File: src/sv/pcbs_pkg.sv
// Shared types and constants for the per-class box suppression block.
`default_nettype none
package pcbs_pkg;

    localparam int COORD_W   = 16;
    localparam int LEN_W     = 15;
    localparam int CLASS_W   = 7;
    localparam int EDGE_W    = 17;
    localparam int AREA_W    = 30;
    localparam int UNION_W   = 31;
    localparam int THR_W     = 16;
    localparam int PROD_W    = 47;
    localparam int BOX_NUM_W = 12;
    localparam logic [THR_W-1:0] THR_RESET = 16'd29491;

    typedef struct packed {
        logic [COORD_W-1:0] left;
        logic [COORD_W-1:0] top;
        logic [LEN_W-1:0]   width;
        logic [LEN_W-1:0]   height;
        logic [CLASS_W-1:0] cls;
    } kept_entry_t;

    typedef struct packed {
        logic busy;
        logic hit_v;
        logic hit;
    } iou_stat_t;

    typedef enum logic [1:0] {
        ST_IDLE,
        ST_SCAN,
        ST_DRAIN,
        ST_DONE
    } nms_state_t;

endpackage
`default_nettype wire

File: src/sv/pcbs_iou.sv
// Pipelined overlap-ratio test of the current box against one kept box per cycle.
`default_nettype none
module pcbs_iou (
    input  wire                              clk,
    input  wire                              rst_n,
    input  wire                              issue_v,
    input  pcbs_pkg::kept_entry_t            cur_box,
    input  wire  [pcbs_pkg::AREA_W-1:0]      cur_area,
    input  wire  [pcbs_pkg::THR_W-1:0]       threshold,
    input  pcbs_pkg::kept_entry_t            kept_box,
    output pcbs_pkg::iou_stat_t              stat
);
    import pcbs_pkg::*;

    logic                v0_reg, v1_reg, v2_reg, v3_reg, v4_reg, hit_v_reg;
    logic                m1_reg, m2_reg, m3_reg, m4_reg, hit_reg;
    logic [LEN_W-1:0]    ow_reg, oh_reg, wk_reg, hk_reg;
    logic [AREA_W-1:0]   inter2_reg, area_b2_reg, inter3_reg, inter4_reg;
    logic [UNION_W-1:0]  uni3_reg;
    logic                nz4_reg;
    logic [PROD_W-1:0]   prod4_reg;

    logic [LEN_W-1:0]    ow_next, oh_next;
    logic [UNION_W-1:0]  uni_next;
    logic [PROD_W-1:0]   scaled_inter;

    function automatic logic [LEN_W-1:0] overlap(
        input logic [COORD_W-1:0] a0,
        input logic [LEN_W-1:0]   alen,
        input logic [COORD_W-1:0] b0,
        input logic [LEN_W-1:0]   blen
    );
        logic signed [EDGE_W-1:0] as, ae, bs, be, lo, hi, diff;
        as = EDGE_W'($signed(a0));
        bs = EDGE_W'($signed(b0));
        ae = as + $signed({2'b00, alen});
        be = bs + $signed({2'b00, blen});
        lo = (as > bs) ? as : bs;
        hi = (ae < be) ? ae : be;
        diff = hi - lo;
        return (hi > lo) ? diff[LEN_W-1:0] : '0;
    endfunction

    always_comb
    begin
        ow_next  = overlap(cur_box.left, cur_box.width, kept_box.left, kept_box.width);
        oh_next  = overlap(cur_box.top, cur_box.height, kept_box.top, kept_box.height);
        uni_next = {1'b0, cur_area} + {1'b0, area_b2_reg} - {1'b0, inter2_reg};
        scaled_inter = {1'b0, inter4_reg, 16'd0};
    end

    // valid chain, aligned with the store's read latency
    always_ff @(posedge clk or negedge rst_n)
    begin
        if (!rst_n)
        begin
            v0_reg    <= 1'b0;
            v1_reg    <= 1'b0;
            v2_reg    <= 1'b0;
            v3_reg    <= 1'b0;
            v4_reg    <= 1'b0;
            hit_v_reg <= 1'b0;
        end
        else
        begin
            v0_reg    <= issue_v;
            v1_reg    <= v0_reg;
            v2_reg    <= v1_reg;
            v3_reg    <= v2_reg;
            v4_reg    <= v3_reg;
            hit_v_reg <= v4_reg;
        end
    end

    always_ff @(posedge clk)
    begin
        ow_reg      <= ow_next;
        oh_reg      <= oh_next;
        wk_reg      <= kept_box.width;
        hk_reg      <= kept_box.height;
        m1_reg      <= (kept_box.cls == cur_box.cls);
        inter2_reg  <= AREA_W'(ow_reg * oh_reg);
        area_b2_reg <= AREA_W'(wk_reg * hk_reg);
        m2_reg      <= m1_reg;
        uni3_reg    <= uni_next;
        inter3_reg  <= inter2_reg;
        m3_reg      <= m2_reg;
        prod4_reg   <= PROD_W'(threshold * uni3_reg);
        inter4_reg  <= inter3_reg;
        nz4_reg     <= (uni3_reg != '0);
        m4_reg      <= m3_reg;
        hit_reg     <= m4_reg && nz4_reg && (scaled_inter > prod4_reg);
    end

    assign stat.busy  = v0_reg | v1_reg | v2_reg | v3_reg | v4_reg | hit_v_reg;
    assign stat.hit_v = hit_v_reg;
    assign stat.hit   = hit_reg;

endmodule
`default_nettype wire

File: config.mk
export PLATFORM = sky130hd
export DESIGN_NAME = pcbs_iou
export DESIGN_NICKNAME = d
export VERILOG_FILES = /design/src/sv/pcbs_pkg.sv /design/src/sv/pcbs_iou.sv
export SDC_FILE = /design/constraint.sdc
export NUM_CORES = 2
export LEC_CHECK = 0
export BUFFER_PORTS_ARGS = -buffer_cell sky130_fd_sc_hd__buf_2
export CAP_MARGIN = 20
export CORE_ASPECT_RATIO = 1.1
export CORE_MARGIN = 2
export CORE_UTILIZATION = 56
export CTS_BUF_LIST = sky130_fd_sc_hd__clkbuf_2
export DETAILED_ROUTE_END_ITERATION = 10
export HOLD_SLACK_MARGIN = 0.15
export PLACE_DENSITY = 0.73
export SLEW_MARGIN = 15
export SYNTH_ARGS = -nofsm -noshare
export SYNTH_HDL_FRONTEND = slang
export SYNTH_SLANG_ARGS = --single-unit
export TNS_END_PERCENT = 30
File: constraint.sdc
create_clock -name clk -period 7.5 [get_ports clk]
set_clock_uncertainty 0.15 [all_clocks]
set_input_delay 0 -clock clk [delete_from_list [all_inputs] [get_ports clk]]
set_output_delay 0 -clock clk [all_outputs]
set_load 0.1 [all_outputs]
# Yosys cells after proc, flatten, opt, wreduce, memory -nomap -nowiden
# Cells that the tools add are included.
# W data, S select, Z words.
dict set report classes {
  order_cmp 7
  mul 3
  n_eq_ne 1
  n_reduce_logical 3
  add_sub_neg 8
  bitwise 5
  mux 4
}
# cell n
set ops {}
lappend ops {{$add A16 B16 Y17} 4}
lappend ops {{$mux W17} 4}
lappend ops {{$mul A15 B15 Y30} 2}
lappend ops {{$gt A46 B47 Y1} 1}
lappend ops {{$mul A16 B31 Y47} 1}
lappend ops {{$gt A17 B17 Y1} 2}
lappend ops {{$lt A17 B17 Y1} 2}
lappend ops {{$gt A16 B16 Y1} 2}
lappend ops {{$add A30 B30 Y31} 1}
lappend ops {{$reduce_bool A31 Y1} 1}
lappend ops {{$sub A31 B30 Y31} 1}
lappend ops {{$sub A15 B15 Y15} 2}
lappend ops {{$eq A7 B7 Y1} 1}
lappend ops {{$or A1 B1 Y1} 5}
lappend ops {{$logic_and A1 B1 Y1} 2}
dict set report word_totals {
  output_inout_bits 3
  register_bits 270
}

# Depth between registers and ports, before layout
dict set report logic_depth {
  depth_word 5
  ltp_mapped 32
  ltp_nobuf 31
}

# Least setup slack after synthesis
# OpenSTA, ideal clock, no wires.
dict set report synth_path {
  kind {register to register}
  startpoint {reg uni3_reg[9]}
  endpoint {reg prod4_reg[30]}
  n_path_buf 2
  period_less_slack_ps 6255
  arrival_ps 6032
  path_stages_with_launch 25
  required_time_ps 7278
  slack_ps 1245
  path_cell_list {dfxtp_1 clkbuf_1 clkbuf_1 nand2_1 fa_1 inv_1 fa_1 inv_1 fa_1 inv_1 fa_1 fa_1 inv_1 fa_1 inv_1 ha_1 a21o_1 a211o_1 o2111ai_1 a21oi_1 a311oi_1 o21ai_0 a31o_2 a21oi_1 xnor2_1}
}
dict set report synth_via {
  elab_chain_len 1
}
# item line
set synth_rtl {}
lappend synth_rtl {{start: declaration} pcbs_iou.sv:19} ;# logic [UNION_W-1:0] uni3_reg;
lappend synth_rtl {{start signal: assignment} pcbs_iou.sv:85} ;# uni3_reg <= uni_next;
lappend synth_rtl {{$mul A16 B31 Y47} pcbs_iou.sv:88} ;# prod4_reg <= PROD_W'(threshold * uni3_reg);
lappend synth_rtl {{end signal: assignment} pcbs_iou.sv:88}
lappend synth_rtl {{end: declaration} pcbs_iou.sv:21} ;# logic [PROD_W-1:0] prod4_reg;
# Every way passes these cells.
# A chain may end at the register's enable or synchronous reset.

# Worst setup path in the final report
dict set report layout_path {
  startpoint {in kept_box[22] in the netlist's numbering}
  endpoint {reg ow_reg[5]}
}
dict set report layout_via {
  elab_chain_len 4
  word_cells_on_any_way 5
  classes_between {add/sub (2); order compare (2); mux (1)}
}
# item line
set layout_rtl {}
lappend layout_rtl {{start: declaration} pcbs_iou.sv:10} ;# input pcbs_pkg::kept_entry_t kept_box,
lappend layout_rtl {{$add A16 B16 Y17 (*)} pcbs_iou.sv:37} ;# be = bs + $signed({2'b00, blen});
lappend layout_rtl {{$lt A17 B17 Y1} pcbs_iou.sv:39} ;# hi = (ae < be) ? ae : be;
lappend layout_rtl {{$mux W17 (*)} pcbs_iou.sv:39}
lappend layout_rtl {{$sub A15 B15 Y15 or $gt A17 B17 Y1 (tied branches)} {pcbs_iou.sv:40, pcbs_iou.sv:41}}
lappend layout_rtl {{end signal: assignment} pcbs_iou.sv:77} ;# ow_reg <= ow_next;
lappend layout_rtl {{end: declaration} pcbs_iou.sv:17} ;# logic [LEN_W-1:0] ow_reg, oh_reg, wk_reg, hk_reg;
# Every way passes the cells marked *; elsewhere a longest branch is shown, timed or not.

==> results.sh <==
export IMPL_run_status="finished, final reports clean"
export IMPL_h_tree_depth=3
export IMPL_synthFlopType="dfxtp_1"
export IMPL_die_area_mm2=0.0833
export IMPL_grt_ovfl_total=0
export IMPL_synthArstFlopShare_pct=2.22
export IMPL_track_usage_pct=29.5
export IMPL_setup_worst_path_class="in2reg"
export IMPL_largest_reg_flops=47
export IMPL_critPathBufInv=6
export IMPL_worstSetupStartpointType="primary input"
export IMPL_coreArea_mm2=0.0803
export IMPL_grt_pass1_wl_mm=196
export IMPL_timing_slew_headroom_pct=39.4
export IMPL_antenna_left=0
export IMPL_grt_pass1_vias=39300
export IMPL_synth_cell_types=80
export IMPL_max_cap_viol_count=0
export IMPL_antenna_found_initial=4
export IMPL_worst_ep_arrival_time_ns=8.17
export IMPL_yosysWarnings=0
export IMPL_die_h_um=302
export IMPL_hold_ws_ns=0.155
export IMPL_drv_slew=0
export IMPL_tightest_slew_ns=0.907
export IMPL_syn_cell_area_mm2=0.0454
export IMPL_synth_edf_count=0
export IMPL_area_delta_synth_final_pct=14.0
export IMPL_synthCells=5072
export IMPL_place_area_mm2=0.0472
export IMPL_dpl_hpwl_mm=91.6
export IMPL_path_delay_family="compound AO/OA/AOI/OAI gates"
export IMPL_clk_latency_ns=0.99
export IMPL_ys_seq_elements=270
export IMPL_clockBufferDepth=3
export IMPL_finalSetupViolCount=0
export IMPL_initial_core_util_pct=56.5
export IMPL_grt_max_degree=32
export IMPL_cp_end_kind="flop"
export IMPL_cp_max_fo=10
export IMPL_clock_root_buffer="clkbuf_2"
export IMPL_fin_util_pct=64.4
export IMPL_slowest_delay_ns=0.64
export IMPL_cts_buffers=67
export IMPL_dr_pass1_iters=9
export IMPL_yosysSeqAreaShare_pct=12.0
export IMPL_routed_wl_mm=119
export IMPL_routed_via_count=36600
export IMPL_num_io_pins=190
export IMPL_finalHoldViolations=0
export IMPL_drt_first_iter_violations=2410
export IMPL_die_width_um=275
export IMPL_worst_path_most_repeated_cell="dlygate4sd3_1"
export IMPL_drive_above_1_share_pct=7.27
export IMPL_cts_reportedPaths_clkPinSlew_ns=0.10
export IMPL_place_gp_congestion=0.928
export IMPL_cp_required_ns=8.26
export IMPL_rows=109
export IMPL_vias_per_cell=5.50
export IMPL_fin_crit_sh_pct=98.9
export IMPL_slowest_stage="dlygate4sd3_1"
export IMPL_synth_fp_nets=6557
export IMPL_stdcell_area_mm2=0.0517
export IMPL_tritoncts="done"
export IMPL_nets=7037
export IMPL_period_minus_slack_ns=7.42
export IMPL_hold_path_class="reg2reg"
export IMPL_cts_sinks=270
export IMPL_fmax_ghz=0.135
export IMPL_drc=0
export IMPL_port_buffers=189
export IMPL_wire_per_inst_um=17.9
export IMPL_avgSynthCellArea_um2=8.94
-- cell usage after synthesis, types with 5 or more instances --
library cell | n | share of area, %
and2_1 | 372 | 5.1
o31ai_1 | 8 | 0.13
o211ai_1 | 8 | 0.13
nand2_1 | 669 | 5.5
a21o_1 | 112 | 1.9
a21boi_0 | 10 | 0.17
dfrtp_1 | 6 | 0.33
nor2b_1 | 23 | 0.32
nor2_1 | 139 | 1.2
nor3_1 | 49 | 0.54
a311oi_1 | 5 | 0.097
a21oi_1 | 178 | 2.0
inv_1 | 1036 | 8.6
clkbuf_1 | 159 | 1.3
a211o_1 | 10 | 0.19
a211oi_1 | 25 | 0.41
o2111ai_1 | 8 | 0.15
or4_1 | 5 | 0.083
o21ai_1 | 6 | 0.066
mux2_2 | 10 | 0.25
o21bai_1 | 33 | 0.55
o21ai_0 | 96 | 1.1
nor3b_1 | 6 | 0.099
a221oi_1 | 7 | 0.14
nand4_1 | 30 | 0.41
a31oi_1 | 16 | 0.22
nor4_1 | 19 | 0.26
and3_1 | 18 | 0.25
nand3b_1 | 7 | 0.12
ha_1 | 524 | 14
mux2i_1 | 52 | 1.1
and4_1 | 5 | 0.097
dfxtp_1 | 264 | 12
nand3_1 | 37 | 0.41
xor2_1 | 61 | 1.2
fa_1 | 774 | 34
a2111oi_0 | 8 | 0.15
nand2b_1 | 30 | 0.41
o21a_1 | 38 | 0.63
xnor2_1 | 138 | 2.7
-- layout by cell type (no fill, tap or decap), drive strengths merged, types with 10 or more instances in the layout --
master       count
a2111oi         10
a211o           10
a211oi          26
a21boi          10
a21o           112
a21oi          180
a31oi           18
and2           373
and3            18
buf            232
clkbuf          89
clkinv          23
dfxtp          264
dlygate4sd3    343
fa             774
ha             524
inv           1037
mux2            14
mux2i           52
nand2          670
nand2b          30
nand3           37
nand4           30
nor2           139
nor2b           23
nor3            49
nor4            19
o2111ai         10
o21a            38
o21ai          104
o21bai          33
xnor2          138
xor2            61
-- through the flow --
step                std cells  TNS [ns]  setup WS, ns
CTS                      6638         0        0.0191
finish                   6658         0        0.0844
floorplan                5072         0          1.25
global placement         6174         0         0.473
global route             6657    -0.589        -0.105
detailed placement       6174         0         0.496
-- cell families (layout without fill, tap and decap cells) --
| logic type | Yosys count | after routing | share of synthesized area (%) |
|---|---|---|---|
| DFF | 270 | 270 | 12.0 |
| other | 0 | 2 | 0 |
| muxes | 65 | 66 | 1.50 |
| and+or+nand+nor | 1427 | 1427 | 15.1 |
| buffers and inverters | 1203 | 1732 | 10.0 |
| xor gates and xnor gates | 199 | 199 | 3.84 |
| AOI/OAI and AO/OA | 610 | 610 | 8.93 |
| adders and majority gates | 1298 | 1298 | 48.6 |
-- routing by layer --
metal  GRT usage (%)  share of wire (%)  vias to the layer above
met5               0              0.035                        -
met4            14.7                5.5                        6
met3            4.25                6.6                      436
met2            52.3                 50                     1483
met1            34.9                 38                    17900
li1                -                  -                    16800
-- what timing repair did --
| action | in CTS | in global routing |
|---|---|---|
| hold buffers | 345 | 1 |
| setup endpoints to repair | 0 | 30 |
| resized for setup | 0 | 50 |
| endpoints found under the hold margin | 103 | 1 |
| setup buffers | 0 | 17 |
-- worst paths after layout --
kind,slack (ns),depth (start not counted),start,end
max,0.08,30,kept_box[22],ow_reg[5]
min,0.15,0,inter3_reg[17],inter4_reg[17]
max reg2reg,0.45,20,uni3_reg[16],prod4_reg[30]
min reg2reg,0.15,0,inter3_reg[17],inter4_reg[17]
max in group asynchronous,6.51,4,rst_n,v0_reg
min in group asynchronous,0.45,4,rst_n,hit_v_reg
-- area by class of cell --
cell class | count | area [µm²]
Tap cell | 1054 | 1320
Clock buffer | 89 | 445
Multi-Input combinational cell | 3600 | 35600
Antenna cell | 2 | 5.00
Clock inverter | 30 | 280
Fill cell | 6489 | 28600
Sequential cell | 270 | 5440
Inverter | 1036 | 3890
Timing Repair Buffer | 577 | 4730
Power is left out: the tool's default activity adds up to more than one toggle a clock period on the data nets, which glitch-free logic cannot reach.
